--- config.mk ---
export PLATFORM = sky130hd
export DESIGN_NAME = json_value_boundary_scanner_unit
export DESIGN_NICKNAME = d
export VERILOG_FILES = /design/src/hdl/jvbs_pkg.sv /design/src/hdl/json_value_boundary_scanner_unit.sv /design/src/hdl/jvbs_step.sv
export SDC_FILE = /design/constraint.sdc
export NUM_CORES = 1
export LEC_CHECK = 0
export ABC_AREA = 1
export ABC_CLOCK_PERIOD_IN_PS = 5700
export BUFFER_PORTS_ARGS = -buffer_cell sky130_fd_sc_hd__buf_2
export CAP_MARGIN = 0
export CORE_ASPECT_RATIO = 0.5
export CORE_UTILIZATION = 55
export CTS_CLUSTER_DIAMETER = 200
export CTS_CLUSTER_SIZE = 12
export DETAILED_ROUTE_END_ITERATION = 10
export PLACE_DENSITY = 0.75
export SYNTH_ARGS = -nofsm -noshare
export SYNTH_HDL_FRONTEND = slang
export SYNTH_SLANG_ARGS = --single-unit
--- constraint.sdc ---
create_clock -name i_clk -period 5.7 [get_ports i_clk]
set_input_delay 0.285 -clock i_clk [delete_from_list [all_inputs] [get_ports i_clk]]
set_output_delay 0.285 -clock i_clk [all_outputs]
set_load 0.005 [all_outputs]
--- src/hdl/jvbs_pkg.sv ---
// ============================================================================
// jvbs_pkg
// Types, constants and byte classification helpers for the JSON value
// boundary scanner.
// ============================================================================
package jvbs_pkg;

    localparam int LEN_BITS   = 16;
    localparam int DEPTH_BITS = 8;
    localparam int OUT_BITS   = 16;

    localparam logic [LEN_BITS-1:0]   LEN_MAX   = '1;
    localparam logic [DEPTH_BITS-1:0] DEPTH_MAX = '1;

    localparam logic [7:0] CH_LBRACE    = 8'h7B;
    localparam logic [7:0] CH_LBRACKET  = 8'h5B;
    localparam logic [7:0] CH_RBRACE    = 8'h7D;
    localparam logic [7:0] CH_RBRACKET  = 8'h5D;
    localparam logic [7:0] CH_QUOTE     = 8'h22;
    localparam logic [7:0] CH_BACKSLASH = 8'h5C;
    localparam logic [7:0] CH_TAB       = 8'h09;
    localparam logic [7:0] CH_LF        = 8'h0A;
    localparam logic [7:0] CH_CR        = 8'h0D;
    localparam logic [7:0] CH_SPACE     = 8'h20;

    typedef enum logic [2:0] {
        PH_LEAD = 3'd0,
        PH_NEST = 3'd1,
        PH_STR  = 3'd2,
        PH_BARE = 3'd3,
        PH_TAIL = 3'd4
    } t_phase;

    typedef enum logic [1:0] {
        ST_COMPLETE   = 2'd0,
        ST_INCOMPLETE = 2'd1,
        ST_TRAILING   = 2'd2,
        ST_LIMIT      = 2'd3
    } t_status;

    typedef struct packed {
        t_phase                phase;
        logic [DEPTH_BITS-1:0] nest_depth;
        logic                  inside_string;
        logic                  after_backslash;
        logic [LEN_BITS-1:0]   byte_position;
        logic [LEN_BITS-1:0]   end_offset;
        logic                  trailing_seen;
        logic                  limit_hit;
    } t_scan_state;

    typedef struct packed {
        t_status             status;
        logic [OUT_BITS-1:0] value_end;
        logic [OUT_BITS-1:0] body_length;
    } t_result;

    localparam t_scan_state SCAN_RESET = '{
        phase:           PH_LEAD,
        nest_depth:      '0,
        inside_string:   1'b0,
        after_backslash: 1'b0,
        byte_position:   '0,
        end_offset:      '0,
        trailing_seen:   1'b0,
        limit_hit:       1'b0
    };

    function automatic logic is_white(input logic [7:0] b);
        return (b == CH_SPACE) || (b == CH_TAB) || (b == CH_LF) || (b == CH_CR);
    endfunction

    function automatic logic is_open(input logic [7:0] b);
        return (b == CH_LBRACE) || (b == CH_LBRACKET);
    endfunction

    function automatic logic is_close(input logic [7:0] b);
        return (b == CH_RBRACE) || (b == CH_RBRACKET);
    endfunction

    // Low OUT_BITS bits of a count, zero-extended when the count is narrower.
    function automatic logic [OUT_BITS-1:0] fit_out(input logic [LEN_BITS-1:0] v);
        logic [LEN_BITS+OUT_BITS-1:0] w;
        w = (LEN_BITS + OUT_BITS)'(v);
        return w[OUT_BITS-1:0];
    endfunction

endpackage

--- src/hdl/json_value_boundary_scanner_unit.sv ---
// ============================================================================
// json_value_boundary_scanner_unit
// Finds where the first JSON value of a message body ends. The body arrives
// as one transaction per byte, and an item with i_last_byte high closes it.
// Leading whitespace is skipped, objects and arrays are followed with one
// shared bracket depth that ignores brackets inside strings, quoted strings
// end at the unescaped closing quote and bare scalars end at whitespace or
// at the end of the body. Only the last item of a body produces an output
// transaction, carrying a status (complete, incomplete or empty, trailing
// bytes, limit exceeded), the offset just past the value and the body
// length. The unit accepts one transaction per clock cycle while o_stall is
// low. An item is captured in an input register, the scan state is updated
// by combinational logic after it, and the result lands in an output
// register. The rate is set by that update of the scan state, which every
// byte depends on. The input side stalls only when a last item is waiting,
// the output register is still full and the output side stalls.
// ============================================================================
module json_value_boundary_scanner_unit import jvbs_pkg::*; (
    input  logic        i_clk,
    input  logic        i_rst_n,
    // Input channel
    input  logic        i_valid,
    output logic        o_stall,
    input  logic [7:0]  i_data_byte,
    input  logic        i_has_byte,
    input  logic        i_last_byte,
    // Output channel
    output logic        o_valid,
    input  logic        i_stall,
    output logic [1:0]  o_status,
    output logic [15:0] o_value_end,
    output logic [15:0] o_body_length
);

    // Input register.
    logic        r_in_vld;
    logic [7:0]  r_in_byte;
    logic        r_in_has;
    logic        r_in_last;

    // Scan state carried from byte to byte within one body.
    t_scan_state r_state;
    t_scan_state n_state;

    // Output register.
    logic        r_out_vld;
    t_result     r_out;
    t_result     n_out;

    logic        w_go;

    // The held item moves on unless it carries a result and the output
    // register cannot take it in this cycle.
    assign w_go    = r_in_vld && !(r_in_last && r_out_vld && i_stall);
    assign o_stall = r_in_vld && !w_go;

    jvbs_step u_step (
        .i_state      (r_state),
        .i_data_byte  (r_in_byte),
        .i_has_byte   (r_in_has),
        .i_last_byte  (r_in_last),
        .o_next_state (n_state),
        .o_result     (n_out)
    );

    // Control registers.
    always_ff @(posedge i_clk) begin
        if (!i_rst_n) begin
            r_in_vld  <= 1'b0;
            r_out_vld <= 1'b0;
            r_state   <= SCAN_RESET;
        end else begin
            if (!o_stall) begin
                r_in_vld <= i_valid;
            end
            if (w_go) begin
                r_state <= n_state;
            end
            if (w_go && r_in_last) begin
                r_out_vld <= 1'b1;
            end else if (!i_stall) begin
                r_out_vld <= 1'b0;
            end
        end
    end

    // Payload registers.
    always_ff @(posedge i_clk) begin
        if (i_valid && !o_stall) begin
            r_in_byte <= i_data_byte;
            r_in_has  <= i_has_byte;
            r_in_last <= i_last_byte;
        end
        if (w_go && r_in_last) begin
            r_out <= n_out;
        end
    end

    assign o_valid       = r_out_vld;
    assign o_status      = r_out.status;
    assign o_value_end   = r_out.value_end;
    assign o_body_length = r_out.body_length;

endmodule

--- src/hdl/jvbs_step.sv ---
// ============================================================================
// jvbs_step
// Next-state and result logic for one body item of the scanner.
// ============================================================================
module jvbs_step import jvbs_pkg::*; (
    input  t_scan_state i_state,
    input  logic [7:0]  i_data_byte,
    input  logic        i_has_byte,
    input  logic        i_last_byte,
    output t_scan_state o_next_state,
    output t_result     o_result
);

    logic [LEN_BITS-1:0] pos_inc;
    logic                pos_full;
    t_scan_state         scanned;
    t_scan_state         updated;

    assign pos_inc  = i_state.byte_position + 1'b1;
    assign pos_full = (i_state.byte_position == LEN_MAX);

    // Effect of the byte on the value tracker, assuming it is counted.
    always_comb begin
        scanned = i_state;
        scanned.byte_position = pos_inc;
        unique case (i_state.phase)
            PH_LEAD: begin
                if (!is_white(i_data_byte)) begin
                    if (is_open(i_data_byte)) begin
                        scanned.nest_depth = DEPTH_BITS'(1);
                        scanned.phase      = PH_NEST;
                    end else if (i_data_byte == CH_QUOTE) begin
                        scanned.after_backslash = 1'b0;
                        scanned.phase           = PH_STR;
                    end else begin
                        scanned.phase = PH_BARE;
                    end
                end
            end
            PH_NEST: begin
                if (i_state.inside_string) begin
                    if (i_state.after_backslash) begin
                        scanned.after_backslash = 1'b0;
                    end else if (i_data_byte == CH_BACKSLASH) begin
                        scanned.after_backslash = 1'b1;
                    end else if (i_data_byte == CH_QUOTE) begin
                        scanned.inside_string = 1'b0;
                    end
                end else if (i_data_byte == CH_QUOTE) begin
                    scanned.inside_string = 1'b1;
                end else if (is_open(i_data_byte)) begin
                    if (i_state.nest_depth == DEPTH_MAX) begin
                        scanned.limit_hit = 1'b1;
                    end else begin
                        scanned.nest_depth = i_state.nest_depth + 1'b1;
                    end
                end else if (is_close(i_data_byte)) begin
                    scanned.nest_depth = i_state.nest_depth - 1'b1;
                    if (i_state.nest_depth == DEPTH_BITS'(1)) begin
                        scanned.end_offset = pos_inc;
                        scanned.phase      = PH_TAIL;
                    end
                end
            end
            PH_STR: begin
                if (i_state.after_backslash) begin
                    scanned.after_backslash = 1'b0;
                end else if (i_data_byte == CH_BACKSLASH) begin
                    scanned.after_backslash = 1'b1;
                end else if (i_data_byte == CH_QUOTE) begin
                    scanned.end_offset = pos_inc;
                    scanned.phase      = PH_TAIL;
                end
            end
            PH_BARE: begin
                if (is_white(i_data_byte)) begin
                    scanned.end_offset = i_state.byte_position;
                    scanned.phase      = PH_TAIL;
                end
            end
            default: begin
                if (!is_white(i_data_byte)) begin
                    scanned.trailing_seen = 1'b1;
                end
            end
        endcase
    end

    // Once a limit is flagged, bytes are only counted up to the count ceiling.
    always_comb begin
        updated = i_state;
        if (i_has_byte) begin
            if (!i_state.limit_hit) begin
                if (pos_full) begin
                    updated.limit_hit = 1'b1;
                end else begin
                    updated = scanned;
                end
            end else if (!pos_full) begin
                updated.byte_position = pos_inc;
            end
        end
    end

    always_comb begin
        o_result.value_end   = '0;
        o_result.body_length = fit_out(updated.byte_position);
        if (updated.limit_hit) begin
            o_result.status = ST_LIMIT;
        end else if (updated.phase == PH_BARE) begin
            o_result.status    = ST_COMPLETE;
            o_result.value_end = fit_out(updated.byte_position);
        end else if (updated.phase == PH_TAIL) begin
            o_result.status    = updated.trailing_seen ? ST_TRAILING : ST_COMPLETE;
            o_result.value_end = fit_out(updated.end_offset);
        end else begin
            o_result.status = ST_INCOMPLETE;
        end
    end

    assign o_next_state = i_last_byte ? SCAN_RESET : updated;

endmodule

Word level (Yosys, flattened, before mapping)
Cells that the tools add are included.
W data, S select, Z words.
{"block": "op_classes", "addsub": 3, "eq_ne": 30, "n_mux": 61, "reduce_logical": 23}
{"cell": "$mux W16", "n": 12}
{"cell": "$mux W47", "n": 2}
{"cell": "$pmux W16 S3", "n": 1}
{"cell": "$mux W46", "n": 1}
{"cell": "$mux W11", "n": 4}
{"cell": "$eq A8 B7 Y1 const B", "n": 5}
{"cell": "$mux W18", "n": 2}
{"cell": "$eq A8 B4 Y1 const B", "n": 3}
{"cell": "$mux W8", "n": 3}
{"cell": "$mux W1", "n": 23}
{"cell": "$mux W3", "n": 6}
{"cell": "$add A16 B1 Y16 const B", "n": 1}
{"cell": "$eq A16 B16 Y1 const B", "n": 1}
{"cell": "$eq A8 B6 Y1 const B", "n": 2}
{"cell": "$pmux W8 S2", "n": 1}
{"cell": "$ne A3 B3 Y1 const B", "n": 5}
{"cell": "$mux W13", "n": 1}
{"cell": "$pmux W3 S4", "n": 1}
{"cell": "$reduce_and A11 Y1", "n": 1}
{"cell": "$eq A3 B2 Y1 const B", "n": 3}
{"cell": "$reduce_and A9 Y1", "n": 1}
{"cell": "$add A8 B1 Y8 const B", "n": 1}
{"cell": "$eq A8 B1 Y1 const B", "n": 1}
{"cell": "$eq A8 B8 Y1 const B", "n": 1}
{"cell": "other kinds (19)", "n": 35}
{"block": "word_totals", "regBits": 93, "inputBits": 14, "output_inout_bits": 36, "word_cells": 133}

Longest topological paths before layout
{"block": "depth", "depth_word": 13, "depth_mapped": 15}

Cells and area by module
Synthesis repeated with hierarchy kept, for this count alone.
{"block": "unflattened", "hier_cells": 931, "area_unflattened_um2": 6124.6}
{"mod": "json_value_boundary_scanner_unit", "instances": 1, "cells_each": 368, "area_per_inst_um2": 3500.9, "seq_area_each_um2": 2302.2}
{"mod": "jvbs_step", "instances": 1, "cells_each": 563, "area_per_inst_um2": 2623.8, "seq_area_each_um2": 0.0}

Worst setup path before layout
Ideal clock, no wire load.
{"block": "synth_path", "path_type": "flip-flop to flip-flop", "startpoint": "register r_state[18] (netlist bit)", "endpoint": "register r_out (netlist bit o_value_end[0]) (data pin)", "arrival_ps": 1796, "t_required_ps": 5440, "path_slack_ps": 3644, "path_stages_with_launch": 15, "synth_period_minus_slack_ps": 2056, "cell_sequence": "dfxtp_1 > ha_1 > nand2_2 > nor2_4 > nand2_2 > nor2_4 > nand3_4 > nand3_4 > nor2_2 > nand3b_2 > buf_4 > nand2_1 > nand2_1 > nand2_1 > a21oi_1"}
{"block": "synth_between", "elab_chain_cells": 12}
{"element": "from (decl)", "line": "json_value_boundary_scanner_unit.sv:42", "source": "t_scan_state r_state;"}
{"element": "from (signal assigned)", "line": "json_value_boundary_scanner_unit.sv:77", "source": "r_state <= n_state;"}
{"element": "$add A16 B1 Y16", "line": "jvbs_step.sv:19", "source": "assign pos_inc = i_state.byte_position + 1'b1;"}
{"element": "$mux W16", "line": "jvbs_step.sv:59", "source": "if (i_state.nest_depth == DEPTH_BITS'(1)) begin"}
{"element": "$mux W16", "line": "jvbs_step.sv:57", "source": "end else if (is_close(i_data_byte)) begin"}
{"element": "$mux W16", "line": "jvbs_step.sv:51", "source": "end else if (is_open(i_data_byte)) begin"}
{"element": "$mux W16", "line": "jvbs_step.sv:49", "source": "end else if (i_data_byte == CH_QUOTE) begin"}
{"element": "$mux W16", "line": "jvbs_step.sv:41", "source": "if (i_state.inside_string) begin"}
{"element": "$pmux W16 S3", "line": "jvbs_step.sv:26", "source": "unique case (i_state.phase)"}
{"element": "$mux W46", "line": "jvbs_step.sv:94", "source": "if (pos_full) begin"}
{"element": "$mux W18", "line": "jvbs_step.sv:93", "source": "if (!i_state.limit_hit) begin"}
{"element": "$mux W47 *", "line": "jvbs_step.sv:92", "source": "if (i_has_byte) begin"}
{"element": "$mux W16", "line": "jvbs_step.sv:113", "source": "end else if (updated.phase == PH_TAIL) begin"}
{"element": "$mux W18", "line": "jvbs_step.sv:110", "source": "end else if (updated.phase == PH_BARE) begin"}
{"element": "to (signal assigned)", "line": "json_value_boundary_scanner_unit.sv:95", "source": "r_out <= n_out;"}
{"element": "to (decl)", "line": "json_value_boundary_scanner_unit.sv:47", "source": "t_result r_out;"}
Mark *: on every way between the ends. The rest lies on a longest branch, timed or not. The select of a mux whose other input is x is not followed.
A chain may end at the register's enable or synchronous reset.

Worst setup path after layout
{"block": "layout_path", "startpoint": "register r_state[19] (netlist bit)", "endpoint": "register r_out (netlist bit o_value_end[0]) (data pin)"}
{"block": "layout_between", "elab_chain_cells": 7}
{"element": "$eq A16 B16 Y1 *", "line": "jvbs_step.sv:20", "source": "assign pos_full = (i_state.byte_position == LEN_MAX);"}
{"element": "$mux W46", "line": "jvbs_step.sv:94"}
{"element": "$mux W13", "line": "jvbs_step.sv:93"}
{"element": "$mux W47 *", "line": "jvbs_step.sv:92"}
{"element": "$eq A3 B3 Y1", "line": "jvbs_step.sv:113"}
{"element": "$mux W16", "line": "jvbs_step.sv:113"}
{"element": "$mux W18", "line": "jvbs_step.sv:110"}
Marked as above.

==> results.ini <==
[flow_run]
maxCapViolations = 0

[power]
power_mw = 1.40
powerDensity_nw_per_um2 = 242
cellLeakagePower_nw = 2.37
ir_worst_vdd_mv = 0.146

[setup_path]
worstSetupStartpoint = r_state[19]
rr_startpoint = r_state[19]
worstReg2RegEnd = o_value_end[0]
start_kind = flop
arrival_ns = 2.98
reg2regPathDepth = 13
endpoint_kind = flop
crit_end = o_value_end[0]
path_max_fanout = 17
critPathRequiredTime_ns = 5.77
worst-setup-path-type = flop to flop
r2r_slack_ns = 2.79

[routing]
antenna_left = 0
wirelength_um = 12400
drc = 0
vias = 4842
drt_iter0_markers = 451
first_pass_iters = 5
wl_per_cell_um = 14.2
via_per_inst = 5.53

[clock_tree]
cts_setup_buffers = 0
clock_sinks = 93
cts_root_buf = clkbuf_16
cts_htree_levels = 3
cts_buffers = 9
cts.clk_slew.worst_paths_ns = 0.06
cts-resized-gates = 0
cts_hold_buf = 0
insertion_delay_ns = 0.35
clockBufferDepth = 2
cts_tree = done

[place]
placed_area_um2 = 5510
portBuffers = 49
place_inst = 860
gp_congestion = 1.01
place_ws_ns = 2.89
post-dp-hpwl_um = 8380

[global_route]
grtUsageTotal = 0.265
antenna_found_initial = 0
grt_max_degree = 38
overflow = 0
grt_pass1_vias = 4289
grt_pass1_wl_um = 20600

[sta]
final.setup.tns_ns = 0
fin_skew_ns = 0.00609
fmax_ghz = 0.344
min_period_over_period = 0.510
finalHoldViolCount = 0
finalSetupViolCount = 0
max_slew_margin = 0.407
holdWs_ns = 0.108
finalCriticalPeriod_ns = 2.91
timing_worst_slew_pin_value_ns = 0.889
slew_violations = 0
fin_ws_ns = 2.79
rsz0062_at_grt = no

[layout]
multi_input_area_um2 = 2560
layout_commonest_cell = nand2_1
fin_cells = 876
fin_nets = 772
drive_gt1_frac = 0.136
syn2layout_area_growth_pct = 10.6
diodes = 0
seqCellArea_um2 = 2300
design_area_um2 = 5790
final_util = 0.645
final_cell_mix = nand2_1, nor2_1, a21oi_1
fillers = 743

[synthesis]
synth_ff_type = dfxtp_1
ys_types = 47
synth_edf_count = 44
synth_warnings = 0
synthTopCellsByArea = edfxtp_1, dfxtp_1, nand2_1
syn_avg_cell_area_um2 = 7.31
synth_top_area_frac = 0.252
synth_seq_cells = 93
yosysSeqAreaShare = 0.439
yosys.area.top_type = edfxtp_1
async_reset_ff_frac = 0
synth_fp_nets = 735
syn_area_um2 = 5240
syn_inst = 717

[die]
core_um2 = 8980
ios = 50
die_area_um2 = 9940
die_y_um = 71.0
fp-row-count = 24
initial_core_util = 0.583
die_w_um = 140

[outcome]
status = finished, final reports clean

[min_path]
min_path_type = primary input to flop

==> cells in the mapped netlist, types with 2 or more instances <==
cell and number:
o21ai_0 39, a31oi_1 2, nor2_4 4, nor3_1 10, inv_1 54, a21oi_1 58, o21ai_1 2, inv_2 7
nor2_1 62, nor2_2 2, a211oi_1 2, xor2_1 11, a21oi_2 3, buf_6 4, o21ai_2 2, buf_2 8
a31o_2 2, nand2_2 6, buf_4 2, nor4_1 2, dfxtp_1 49, nand3_4 2, nand4_1 23, edfxtp_1 44
nand3_1 26, ha_1 4, nand2_1 253, nand3_2 2, xnor2_1 2, clkbuf_1 13
==> registers in the layout, indices dropped and copies added, names as in the netlist <==
| register | count |
|---|---|
| r_in_last | 1 |
| o_valid | 1 |
| r_in_vld | 1 |
| r_state | 47 |
| r_in_has | 1 |
| o_body_length | 16 |
| o_status | 2 |
| o_value_end | 16 |
| r_in_byte | 8 |
==> routing by layer <==
metal / track usage / vias to the layer above / share of wire
met5: 0 / - / 0
met4: 0.0769 / 0 / 0.014
met3: 0.0575 / 26 / 0.064
met2: 0.431 / 177 / 0.45
met1: 0.358 / 2201 / 0.47
li1: - / 2438 / -
==> cell families (layout without fill, tap and decap cells) <==
family	Yosys count	count (layout)	share of synthesized area
xor gates and xnor gates	13	13	0.0217
buffers and inverters	89	131	0.0728
and+or+nand+nor	398	398	0.329
AOI/OAI and AO/OA	120	120	0.128
adders and majority gates	4	4	0.00955
DFF	93	93	0.439
==> final cells by class <==
type	count	area share
Inverter	62	0.0402
Clock buffer	12	0.0425
Tap cell	117	0.0253
Sequential cell	93	0.397
Timing Repair Buffer	53	0.0475
Clock inverter	4	0.00562
Multi-Input combinational cell	535	0.441
==> how the worst min path moves through the flow <==
| stage | from | end | depth (start not counted) |
|---|---|---|---|
| 6_report | i_data_byte[3] | r_in_byte[3] | 1 |
| 5_1_grt | i_data_byte[7] | r_in_byte[7] | 1 |
| 4_1_cts | i_data_byte[3] | r_in_byte[3] | 1 |
| 3_3_place_gp | r_state[7] | r_state[7] | 2 |
| 2_1_floorplan | i_data_byte[0] | r_in_byte[0] | 0 |
| 3_5_place_dp | r_state[16] | r_state[16] | 2 |
==> worst max-delay path, stage by stage (launching register included) <==
cell and delay [ns]:
dfxtp_1 0.35, ha_1 0.23, nand2_2 0.10, nor2_4 0.04, nand2_2 0.10, nor2_4 0.06, nand3_4 0.10, nand3_4 0.12
nor2_2 0.60, nand3b_2 0.53, nand2_1 0.17, nand2_1 0.08, nand2_1 0.08, a21oi_1 0.06
==> where the power goes <==
group	switching [mW]	total, mW	internal (mW)	leakage [nW]
sequential	0.0128	0.725	0.712	0.844
clock	0.257	0.567	0.310	0.129
combinational	0.0775	0.111	0.0332	1.39
(Power assumes the default switching activity.)
